## src/hw/rtl/dtd_pkg.sv

```systemverilog
// Shared constants, types and helpers for the detector trigger decision core.
package dtd_pkg;

	localparam int unsigned TIME_W = 32;
	localparam logic [TIME_W-1:0] TIME_MAX = '1;

	localparam int unsigned FRAME_TICKS_DEF = 1024;

	localparam int unsigned CFG_IDX_W  = 3;
	localparam int unsigned CFG_DATA_W = 18;

	localparam int unsigned ENABLE_W = 18;
	localparam int unsigned FRAMES_W = 8;
	localparam int unsigned WIDTH_W  = 16;
	localparam int unsigned COND_W   = 3;
	localparam int unsigned NUM_BEAMS = 2;

	localparam logic [ENABLE_W-1:0] ENABLE_RST = '0;
	localparam logic [FRAMES_W-1:0] FRAMES_RST = 8'd4;
	localparam logic [WIDTH_W-1:0]  GATE_WIDTH_RST = 16'd102;
	localparam logic [WIDTH_W-1:0]  ALLOW_RST = '0;

	localparam int unsigned BEAM_A = 0;
	localparam int unsigned BEAM_B = 1;

	typedef enum logic [CFG_IDX_W-1:0] {
		CFG_ENABLE      = 3'd0,
		CFG_DEADTIME    = 3'd1,
		CFG_GATE_A      = 3'd2,
		CFG_GATE_B      = 3'd3,
		CFG_ALLOW_A_MIN = 3'd4,
		CFG_ALLOW_A_MAX = 3'd5,
		CFG_ALLOW_B_MIN = 3'd6,
		CFG_ALLOW_B_MAX = 3'd7
	} cfg_idx_t;

	// t + d, held at the top of the time range
	function automatic logic [TIME_W-1:0] sat_add(input logic [TIME_W-1:0] t,
		input logic [TIME_W-1:0] d);
		logic [TIME_W:0] s;
		s = {1'b0, t} + {1'b0, d};
		sat_add = s[TIME_W] ? TIME_MAX : s[TIME_W-1:0];
	endfunction

	function automatic logic in_window(input logic v, input logic [TIME_W-1:0] s,
		input logic [TIME_W-1:0] e, input logic [TIME_W-1:0] t);
		in_window = v && (t >= s) && (t <= e);
	endfunction

endpackage

```

## src/hw/rtl/detector_trigger_decision_core.sv

```systemverilog
// Detector trigger decision core: deadtime, beam gates, allow windows, trigger numbering.
//
// Candidates enter on the in channel (in_valid/in_ready) in rising time order and
// each gives exactly one word on the out channel (out_valid/out_ready): fired,
// in_deadtime, conditions and trigger_number (zero when not fired).
// A candidate is registered at acceptance, decided against the deadtime, gate and
// allow-window state once the result register can take a word, and its word is registered.
// State updates in the same edge as the word is registered, so the next candidate sees
// it at once: one candidate per cycle sustained while the receiver takes every word.
// The rate is set by the single decision stage between the input register and
// the result register; the state loop closes inside that stage.
// When the receiver stalls, the result register holds its word and the input
// register can still take one more candidate; in_ready drops once both are full.
// Reset clears deadtime, gates, windows and the trigger count and loads the default
// register values (deadtime 4 frames, gate widths 102 ticks). The deadtime span is
// precomputed when its register is written. Registers are written by the user through
// cfg_we/cfg_index/cfg_data while no candidate is in flight, not enforced by the core.
module detector_trigger_decision_core
	import dtd_pkg::*;
#(
	parameter int unsigned FRAME_TICKS = FRAME_TICKS_DEF
) (
	input  logic                  clk,
	input  logic                  arst_n,

	input  logic                  cfg_we,
	input  logic [CFG_IDX_W-1:0]  cfg_index,
	input  logic [CFG_DATA_W-1:0] cfg_data,

	input  logic                  in_valid,
	output logic                  in_ready,
	input  logic [TIME_W-1:0]     cand_time,
	input  logic                  pmt_cosmic,
	input  logic                  pmt_beam,
	input  logic                  beam_a,
	input  logic                  beam_b,
	input  logic                  calib,
	input  logic                  external,
	input  logic                  computer,

	output logic                  out_valid,
	input  logic                  out_ready,
	output logic                  fired,
	output logic                  in_deadtime,
	output logic [COND_W-1:0]     conditions,
	output logic [TIME_W-1:0]     trigger_number
);

	// deadtime span minus one fits below 255 * FRAME_TICKS
	localparam int unsigned SPAN_W = $clog2(255 * FRAME_TICKS + 1);
	localparam logic [SPAN_W-1:0] SPAN_RST =
		SPAN_W'(int'(FRAMES_RST) * FRAME_TICKS - 1);

	// configuration
	logic [ENABLE_W-1:0] enable_q;
	logic [FRAMES_W-1:0] frames_q;
	logic [SPAN_W-1:0]   span_q;
	logic [WIDTH_W-1:0]  gate_width_q [NUM_BEAMS];
	logic [WIDTH_W-1:0]  allow_min_q  [NUM_BEAMS];
	logic [WIDTH_W-1:0]  allow_max_q  [NUM_BEAMS];

	// decision state
	logic [TIME_W-1:0] dead_end_q;
	logic              dead_valid_q;
	logic [TIME_W-1:0] gate_start_q  [NUM_BEAMS];
	logic [TIME_W-1:0] gate_end_q    [NUM_BEAMS];
	logic              gate_valid_q  [NUM_BEAMS];
	logic [TIME_W-1:0] allow_start_q [NUM_BEAMS];
	logic [TIME_W-1:0] allow_end_q   [NUM_BEAMS];
	logic              allow_valid_q [NUM_BEAMS];
	logic [TIME_W-1:0] count_q;

	// input stage
	logic              valid_s1;
	logic [TIME_W-1:0] time_s1;
	logic              pmt_cosmic_s1;
	logic              pmt_beam_s1;
	logic              beam_s1 [NUM_BEAMS];
	logic              calib_s1;
	logic              external_s1;
	logic              computer_s1;

	// result stage
	logic              valid_s2;
	logic              fired_s2;
	logic              in_deadtime_s2;
	logic [COND_W-1:0] conditions_s2;
	logic [TIME_W-1:0] trigger_number_s2;

	logic              advance;
	logic              dead_hit;
	logic              act;
	logic              ga;
	logic              gb;
	logic [3:0]        m0;
	logic [3:0]        m1;
	logic [6:0]        m8;
	logic              s0;
	logic              s1;
	logic              s8;
	logic              p0;
	logic              p1;
	logic              p8;
	logic [COND_W-1:0] cond;
	logic              trig;
	logic [TIME_W-1:0] dead_end_nxt;

	assign advance  = valid_s1 && (!valid_s2 || out_ready);
	assign in_ready = !valid_s1 || advance;

	always_comb begin
		m0 = enable_q[3:0];
		m1 = enable_q[7:4];
		m8 = enable_q[14:8];
		s0 = enable_q[15];
		s1 = enable_q[16];
		s8 = enable_q[17];

		dead_hit = dead_valid_q && (time_s1 <= dead_end_q);
		act = in_window(allow_valid_q[BEAM_A], allow_start_q[BEAM_A],
				allow_end_q[BEAM_A], time_s1) ||
			in_window(allow_valid_q[BEAM_B], allow_start_q[BEAM_B],
				allow_end_q[BEAM_B], time_s1);
		// a gate opened by this candidate always holds its own time
		ga = beam_s1[BEAM_A] || in_window(gate_valid_q[BEAM_A], gate_start_q[BEAM_A],
			gate_end_q[BEAM_A], time_s1);
		gb = beam_s1[BEAM_B] || in_window(gate_valid_q[BEAM_B], gate_start_q[BEAM_B],
			gate_end_q[BEAM_B], time_s1);

		p0 = pmt_cosmic_s1 && ((beam_s1[BEAM_B] && m0[0]) || (beam_s1[BEAM_A] && m0[1]) ||
			(act && m0[2] && !s0) || (m0[3] && !s0));
		p1 = pmt_beam_s1 && ((beam_s1[BEAM_B] && m1[0]) || (beam_s1[BEAM_A] && m1[1]) ||
			(act && m1[2] && !s1) || (m1[3] && !s1));
		p8 = (act && external_s1 && m8[0] && !s8) ||
			(external_s1 && m8[1] && !s8) ||
			(act && computer_s1 && m8[2]) ||
			(computer_s1 && m8[3]) ||
			(ga && m8[4]) ||
			(gb && m8[5]) ||
			(calib_s1 && m8[6]);

		cond = dead_hit ? '0 : {p8, p1, p0};
		trig = |cond;
		dead_end_nxt = sat_add(time_s1, TIME_W'(span_q));
	end

	// configuration writes
	always_ff @(posedge clk or negedge arst_n) begin
		if (!arst_n) begin
			enable_q <= ENABLE_RST;
			frames_q <= FRAMES_RST;
			span_q   <= SPAN_RST;
			for (int i = 0; i < NUM_BEAMS; i++) begin
				gate_width_q[i] <= GATE_WIDTH_RST;
				allow_min_q[i]  <= ALLOW_RST;
				allow_max_q[i]  <= ALLOW_RST;
			end
		end else if (cfg_we) begin
			case (cfg_idx_t'(cfg_index))
				CFG_ENABLE: begin
					enable_q <= cfg_data[ENABLE_W-1:0];
				end
				CFG_DEADTIME: begin
					frames_q <= cfg_data[FRAMES_W-1:0];
					// zero frames wraps here, but the deadtime is then left invalid, so the span has no effect
					span_q <= SPAN_W'(int'(cfg_data[FRAMES_W-1:0]) * FRAME_TICKS - 1);
				end
				CFG_GATE_A:      gate_width_q[BEAM_A] <= cfg_data[WIDTH_W-1:0];
				CFG_GATE_B:      gate_width_q[BEAM_B] <= cfg_data[WIDTH_W-1:0];
				CFG_ALLOW_A_MIN: allow_min_q[BEAM_A]  <= cfg_data[WIDTH_W-1:0];
				CFG_ALLOW_A_MAX: allow_max_q[BEAM_A]  <= cfg_data[WIDTH_W-1:0];
				CFG_ALLOW_B_MIN: allow_min_q[BEAM_B]  <= cfg_data[WIDTH_W-1:0];
				CFG_ALLOW_B_MAX: allow_max_q[BEAM_B]  <= cfg_data[WIDTH_W-1:0];
				default: ;
			endcase
		end
	end

	// input register
	always_ff @(posedge clk or negedge arst_n) begin
		if (!arst_n) begin
			valid_s1 <= 1'b0;
		end else if (in_ready) begin
			valid_s1 <= in_valid;
		end
	end

	always_ff @(posedge clk) begin
		if (in_valid && in_ready) begin
			time_s1         <= cand_time;
			pmt_cosmic_s1   <= pmt_cosmic;
			pmt_beam_s1     <= pmt_beam;
			beam_s1[BEAM_A] <= beam_a;
			beam_s1[BEAM_B] <= beam_b;
			calib_s1        <= calib;
			external_s1     <= external;
			computer_s1     <= computer;
		end
	end

	// decision state
	always_ff @(posedge clk or negedge arst_n) begin
		if (!arst_n) begin
			dead_end_q   <= '0;
			dead_valid_q <= 1'b0;
			count_q      <= '0;
			for (int i = 0; i < NUM_BEAMS; i++) begin
				gate_start_q[i]  <= '0;
				gate_end_q[i]    <= '0;
				gate_valid_q[i]  <= 1'b0;
				allow_start_q[i] <= '0;
				allow_end_q[i]   <= '0;
				allow_valid_q[i] <= 1'b0;
			end
		end else if (advance && !dead_hit) begin
			for (int i = 0; i < NUM_BEAMS; i++) begin
				if (beam_s1[i]) begin
					gate_start_q[i] <= time_s1;
					gate_end_q[i]   <= sat_add(time_s1, TIME_W'(gate_width_q[i]));
					gate_valid_q[i] <= 1'b1;
				end
			end
			if (trig) begin
				dead_valid_q <= (frames_q != '0);
				dead_end_q   <= dead_end_nxt;
				count_q      <= count_q + TIME_W'(1);
				for (int i = 0; i < NUM_BEAMS; i++) begin
					if (beam_s1[i]) begin
						allow_start_q[i] <= sat_add(time_s1, TIME_W'(allow_min_q[i]));
						allow_end_q[i]   <= sat_add(time_s1, TIME_W'(allow_max_q[i]));
						allow_valid_q[i] <= (allow_min_q[i] <= allow_max_q[i]);
					end
				end
			end
		end
	end

	// result register
	always_ff @(posedge clk or negedge arst_n) begin
		if (!arst_n) begin
			valid_s2 <= 1'b0;
		end else if (advance) begin
			valid_s2 <= 1'b1;
		end else if (out_ready) begin
			valid_s2 <= 1'b0;
		end
	end

	always_ff @(posedge clk) begin
		if (advance) begin
			fired_s2          <= trig;
			in_deadtime_s2    <= dead_hit;
			conditions_s2     <= cond;
			trigger_number_s2 <= trig ? count_q : '0;
		end
	end

	assign out_valid      = valid_s2;
	assign fired          = fired_s2;
	assign in_deadtime    = in_deadtime_s2;
	assign conditions     = conditions_s2;
	assign trigger_number = trigger_number_s2;

endmodule
```

## config.mk

```make
export PLATFORM = sky130hd
export DESIGN_NAME = detector_trigger_decision_core
export DESIGN_NICKNAME = d
export VERILOG_FILES = /design/src/hw/rtl/dtd_pkg.sv /design/src/hw/rtl/detector_trigger_decision_core.sv
export SDC_FILE = /design/constraint.sdc
export NUM_CORES = 2
export LEC_CHECK = 0
export ABC_AREA = 0
export BUFFER_PORTS_ARGS = -buffer_cell sky130_fd_sc_hd__buf_4
export CORE_MARGIN = 4
export CORE_UTILIZATION = 60
export CTS_BUF_LIST = sky130_fd_sc_hd__clkbuf_4
export DETAILED_ROUTE_END_ITERATION = 8
export PLACE_DENSITY_LB_ADDON = 0.3
export SETUP_SLACK_MARGIN = 0.3
export SYNTH_ARGS = -nofsm -noshare
export SYNTH_HDL_FRONTEND = slang
export SYNTH_SLANG_ARGS = --single-unit
```

## constraint.sdc

```tcl
create_clock -name clk -period 5.2 [get_ports clk]
set_clock_uncertainty 0.05 [all_clocks]
set_input_delay 1.04 -clock clk [delete_from_list [all_inputs] [get_ports clk]]
set_output_delay 1.04 -clock clk [all_outputs]
set_load 0.05 [all_outputs]
```

# Yosys cells after proc, flatten, opt, wreduce, memory -nomap -nowiden
# Memory sizes are Yosys's and may differ from the RTL's.
# Index checks and enable logic that the tools add are counted.
[word_totals] reg_bits=541 ramBits=2 out_inout_bits=39 elab_cells=151 n_memories=1
[mem_list] name="beam_s1" words=2 width=1 rd=2 rd_clocked_by_memory_dff=0 wr=2 line_no="detector_trigger_decision_core.sv:78" text="logic beam_s1 [NUM_BEAMS];"
[classes] add_sub_neg=9 n_lt_le_gt_ge=11 n_eq_ne=7 muxes=12 reduce_logical=75
[ops] op="32-bit 2-to-1 mux" n=7
[ops] op="32-bit by 16-bit adder with 33-bit output" n=6
[ops] op="32-bit less-or-equal comparator" n=5
[ops] op="32-bit >= comparator" n=4
[ops] op="1-bit logical AND" n=35
[ops] op="32-bit by 18-bit adder with 33-bit output" n=1
[ops] op="32-bit by 1-bit adder with 32-bit output (second input constant)" n=1
[ops] op="16-bit less-or-equal comparator" n=2
[ops] op="2-bit AND reduction" n=11
[ops] op="18-bit by 1-bit subtractor with 18-bit output (second input constant)" n=1
[ops] op="1-bit logical OR" n=17
[ops] op="3-bit == test (second input constant)" n=4
[ops] op="8-bit nonzero test" n=1
[ops] op="3-bit by 2-bit == test with 1-bit output (second input constant)" n=2
[ops] op="1-bit logical NOT" n=6
[ops] op="3-bit AND reduction" n=2
[ops] op="1-bit 2-to-1 mux" n=4
[ops] op="3-bit by 1-bit == test with 1-bit output (second input constant)" n=1
[ops] op="3-bit logical NOT" n=1
[ops] op="3-bit 2-to-1 mux" n=1
[ops] op="3-bit OR reduction" n=1
[ops] op="2-bit nonzero test" n=1

# Depth between registers and ports, before layout
[logic_depth] depth_word=16 ltp_mapped=16

# Worst setup path before layout
# OpenSTA, ideal clock, no wires.
[synth_path] path_kind="input to register" from="in out_ready" to="reg gate_start_q[41] in the netlist's numbering" setup_ps=83 arrival_time_ps=3753 path_slack_ps=1314 stages=9 path_buffers=4 cell_sequence="nand2b_1 and2_1 clkbuf_1 and3_1 clkbuf_1 clkbuf_1 clkbuf_1 nand2_1 o21ai_0"
[synth_between] elab_chain_len=4
[synth_lines] item="start: declaration" line_no="detector_trigger_decision_core.sv:42" text="input logic out_ready,"
[synth_lines] item="1-bit logical OR" line_no="detector_trigger_decision_core.sv:108" text="assign advance = valid_s1 && (!valid_s2 || out_ready);"
[synth_lines] item="1-bit logical AND" line_no="detector_trigger_decision_core.sv:108"
[synth_lines] item="named net advance" line_no="detector_trigger_decision_core.sv:90" text="logic advance;"
[synth_lines] item="1-bit logical AND" line_no="detector_trigger_decision_core.sv:215" text="end else if (advance && !dead_hit) begin"
[synth_lines] item="2-bit AND reduction (no source line)"
[synth_lines] item="end signal: indexed assignment" line_no="detector_trigger_decision_core.sv:218" text="gate_start_q[i] <= time_s1;"
[synth_lines] item="end: declaration" line_no="detector_trigger_decision_core.sv:65" text="logic [TIME_W-1:0] gate_start_q [NUM_BEAMS];"
# The timed path passes the listed nets, and every way through them passes these cells.
# A chain may end at the register's enable or synchronous reset.

# Worst setup path in the final report
[layout_path] from="reg time_s1[29]" to="reg allow_start_q[38] in the netlist's numbering"
[layout_between] elab_chain_len=16 elab_cells_between_ends=51 cone_classes="1 x add/sub; 9 x order compare; 2 x mux; 39 x reduce/logical"
[layout_lines] item="start: declaration" line_no="detector_trigger_decision_core.sv:75" text="logic [TIME_W-1:0] time_s1;"
[layout_lines] item="start signal: assignment" line_no="detector_trigger_decision_core.sv:190" text="time_s1 <= cand_time;"
[layout_lines] item="32-bit >= comparator" line_no="dtd_pkg.sv:47" text="in_window = v && (t >= s) && (t <= e);"
[layout_lines] item="1-bit logical AND (2 in series)" line_no="dtd_pkg.sv:47"
[layout_lines] item="1-bit logical OR" line_no="detector_trigger_decision_core.sv:121" text="allow_end_q[BEAM_A], time_s1) ||"
[layout_lines] item="1-bit logical AND (3 in series)" line_no="detector_trigger_decision_core.sv:134" text="p8 = (act && external_s1 && m8[0] && !s8) ||"
[layout_lines] item="1-bit logical OR" line_no="detector_trigger_decision_core.sv:134"
[layout_lines] item="1-bit logical OR" line_no="detector_trigger_decision_core.sv:135" text="(external_s1 && m8[1] && !s8) ||"
[layout_lines] item="1-bit logical OR" line_no="detector_trigger_decision_core.sv:136" text="(act && computer_s1 && m8[2]) ||"
[layout_lines] item="1-bit logical OR" line_no="detector_trigger_decision_core.sv:137" text="(computer_s1 && m8[3]) ||"
[layout_lines] item="1-bit logical OR" line_no="detector_trigger_decision_core.sv:138" text="(ga && m8[4]) ||"
[layout_lines] item="1-bit logical OR" line_no="detector_trigger_decision_core.sv:139" text="(gb && m8[5]) ||"
[layout_lines] item="3-bit 2-to-1 mux" line_no="detector_trigger_decision_core.sv:142" text="cond = dead_hit ? '0 : {p8, p1, p0};"
[layout_lines] item="3-bit OR reduction" line_no="detector_trigger_decision_core.sv:143" text="trig = |cond;"
[layout_lines] item="3-bit AND reduction (no source line)"
[layout_lines] item="end signal: indexed assignment" line_no="detector_trigger_decision_core.sv:229" text="allow_start_q[i] <= sat_add(time_s1, TIME_W'(allow_min_q[i]));"
[layout_lines] item="end: declaration" line_no="detector_trigger_decision_core.sv:68" text="logic [TIME_W-1:0] allow_start_q [NUM_BEAMS];"
# Parallel ways exist; a longest one is shown, timed or not.

==> flow_summary.toml <==
[cts]
htreeDepth = 4
clock_latency_ps = 1030
path_clk_slew_ps = 60
numCtsBuffers = 147
clk_path_buf_depth = 3
cts_tree = "built"
clock-sinks = 533
clk_root_buffer_cell = "clkbuf_4"

[sta]
hold_slack_ps = 140.9
finalMaxSlewViolations = 0
hold_viol = 0
tns_ps = 0
fin_crit_ps = 4660
post-route-period-util_pct = 89.62
slew_headroom_pct = 16.92
fin_ws_ps = 539.8
worstMarginPinSlew_ps = 1233
grt_setup_unrepaired = "false"
setup_viol = 0
fmax_ghz = 0.2146

[run]
cap_violations = 0

[global_route]
grt_pass1_vias = 27810
antenna_found_initial = 2
grt_pass1_wl_um = 154000
grt_overflow = 0
grt_usage_pct = 32.49
grt_max_degree = 102

[setup_path]
critPathLaunchType = "register"
cp_slowest_cell = "edfxtp_1"
crit_type = "register to register"
cp-end-kind = "register"
crit_buf_inv = 1
required_ps = 6010
critPathMaxStageDelay_ps = 880
cp_max_fo = 45
worstPathCellList = "ha_1 > a21oi_1 > nor2_1 > a2111oi_0 > nand3_1 > o31ai_1 > a21boi_0 > a211o_2 > o21a_2 > and2_4 > buf_4 > a31oi_1"
reg2reg_slack_ps = 540
cpLargestDelayFamily = "compound AO/OA/AOI/OAI gates"
cp_data_arrival_time_ps = 5470

[synthesis]
synth_nets = 4110
ys_warn_count = 0
synth_seq_cells = 533
async_reset_ff_share_pct = 85.74
yosys.cell_types.count = 82
synth_edf_count = 76
synthFlopType = "dfrtp_1"
syn_inst = 3612
synth_common_cells = "446 x dfrtp_1, 427 x ha_1, 348 x inv_1, 287 x a21oi_1, 284 x nand2_1"
synth_most_common_cell = "dfrtp_1"
ys_seq_area_share_pct = 40.13
syn_avg_cell_area_sq_um = 9.473
synthTopCellsByArea = "dfrtp_1 33%, ha_1 16%, edfxtp_1 6.7%"
syn_area_sq_um = 34220
yosysTopAreaCell = "dfrtp_1"
yosys.area.top_type_share_pct = 32.62

[status]
outcome = "completed"

[placed_design]
pre_cts_ws_ps = 656.1
io_buffers = 103
post_dp_cell_area_sq_um = 36170
hpwl_um = 69450
gp_congestion = 0.9373

[cells_and_area]
area_delta_synth_final_pct = 11.54
drive_above_1_share_pct = 15.54
n_fill_cell = 4550
nets = 4309
fin_area_sq_um = 38160

[routing]
drc_errors = 0
drt_iter0_markers = 2410
drtPass1Iterations = 6
routed_wl_um = 97810
ant_nets = 0
wire_per_inst_um = 20.87
vias_per_cell = 6.084
vias = 28510

[pwr]
ir_drop_uv = 359.1
power.density_nw_per_um2 = 480.1
p_leak_nw = 18.31
power_mw = 18.32

[floorplan]
fp-row-count = 87
die_w_um = 246.8
die_h_um = 246.8
start_util_pct = 60.68
coreArea_sq_um = 56390
ios = 104
dieArea_sq_um = 60910

[hold_path]
hold_class = "input pin to register"
[worst register-to-register path, cell delays in order, from the launching register on]
cell	delay, ps
edfxtp_1	880
ha_1	400
a21oi_1	130
nor2_1	50
a2111oi_0	380
nand3_1	230
o31ai_1	320
a21boi_0	610
a211o_2	240
o21a_2	150
and2_4	540
buf_4	370
a31oi_1	140
[worst paths after layout]
| kind | cells after the start | startpoint | to |
|---|---|---|---|
| min | 1 | cand_time[4] | time_s1[4] |
| min reg2reg | 1 | count_q[31] | count_q[31] |
| max in group asynchronous | 3 | arst_n | count_q[31] |
| min in group asynchronous | 2 | arst_n | allow_max_q[8] |
| max | 12 | time_s1[29] | allow_start_q[38] |
| max reg2reg | 12 | time_s1[29] | allow_start_q[38] |
[power by group]
| group | switching (mW) | leakage, nW | internal, mW |
|---|---|---|---|
| Clock | 1.89 | 1.16 | 2.18 |
| Combinational | 4.63 | 11.0 | 3.17 |
| Sequential | 0.762 | 6.15 | 5.69 |
[kinds of logic after synthesis]
| kind of cell | after synthesis | share of synthesized area [%] |
|---|---|---|
| AOI/OAI and AO/OA | 971 | 17.46 |
| DFF | 533 | 40.13 |
| and+or+nand+nor | 911 | 13.11 |
| muxes | 120 | 3.909 |
| buffers and inverters | 500 | 5.738 |
| adders and majority gates | 433 | 15.97 |
| xor gates and xnor gates | 144 | 3.686 |
[what timing repair did]
| item | CTS | global route |
|---|---|---|
| hold buffers | 1 | 0 |
| gates resized for setup | 0 | 1 |
| buffers inserted | 0 | 0 |
| hold endpoints to repair | 44 | 0 |
| setup endpoints to repair | 0 | 1 |
[final cells by class]
| class | count | area [sq um] | share of cell area [%] |
|---|---|---|---|
| inverter | 350 | 1314 | 3.443 |
| tap | 756 | 945.9 | 2.479 |
| clock buffer | 220 | 1652 | 4.328 |
| timing repair buffer | 200 | 1624 | 4.256 |
| antenna | 4 | 10.01 | 0.02623 |
| sequential | 533 | 13730 | 35.98 |
| multi-input combinational | 2579 | 18570 | 48.65 |
| clock inverter | 44 | 319.1 | 0.8360 |
[flip-flops by register name (all words and copies together), names as in the netlist, 18 cells and up]
register,count
allow_end_q,64
allow_max_q,32
allow_min_q,32
allow_start_q,64
count_q,32
dead_end_q,32
enable_q,18
gate_end_q,64
gate_start_q,64
gate_width_q,32
time_s1,32
trigger_number,32
[layer usage]
| layer | track usage, % | wire [um] | share of wire (%) | vias up |
|---|---|---|---|---|
| met3 | 7.742 | 9077 | 9.3 | 289 |
| met4 | 14.93 | 4419 | 4.5 | 2 |
| met2 | 50.32 | 43530 | 45 | 1220 |
| met5 | 0 | 10 | 0.010 | - |
| met1 | 43.48 | 40770 | 42 | 13590 |
| li1 | - | - | - | 13410 |
[layout by cell type, fill, tap and decap left out, types with 87 or more instances in the layout]
cell type | synthesis | routed
xor2_1 | 91 | 91
nand3_1 | 87 | 87
inv_1 | 348 | 348
nand2_1 | 284 | 284
ha_1 | 427 | 427
a31oi_1 | 116 | 116
nor2_1 | 179 | 178
o21ai_0 | 236 | 236
dfrtp_1 | 446 | 446
mux2_2 | 109 | 109
clkbuf_4 | 0 | 220
a21oi_1 | 287 | 287
buf_4 | 4 | 189
[per-stage QoR]
step | utilization [%] | instances
6_report | 67.68 | 4686
5_1_grt | 67.67 | 4683
4_1_cts | 67.65 | 4682
3_5_place_dp | 64.14 | 4417
3_3_place_gp | 64.14 | 4417
2_1_floorplan | - | 3612
Power figures use the tool's default switching activity.
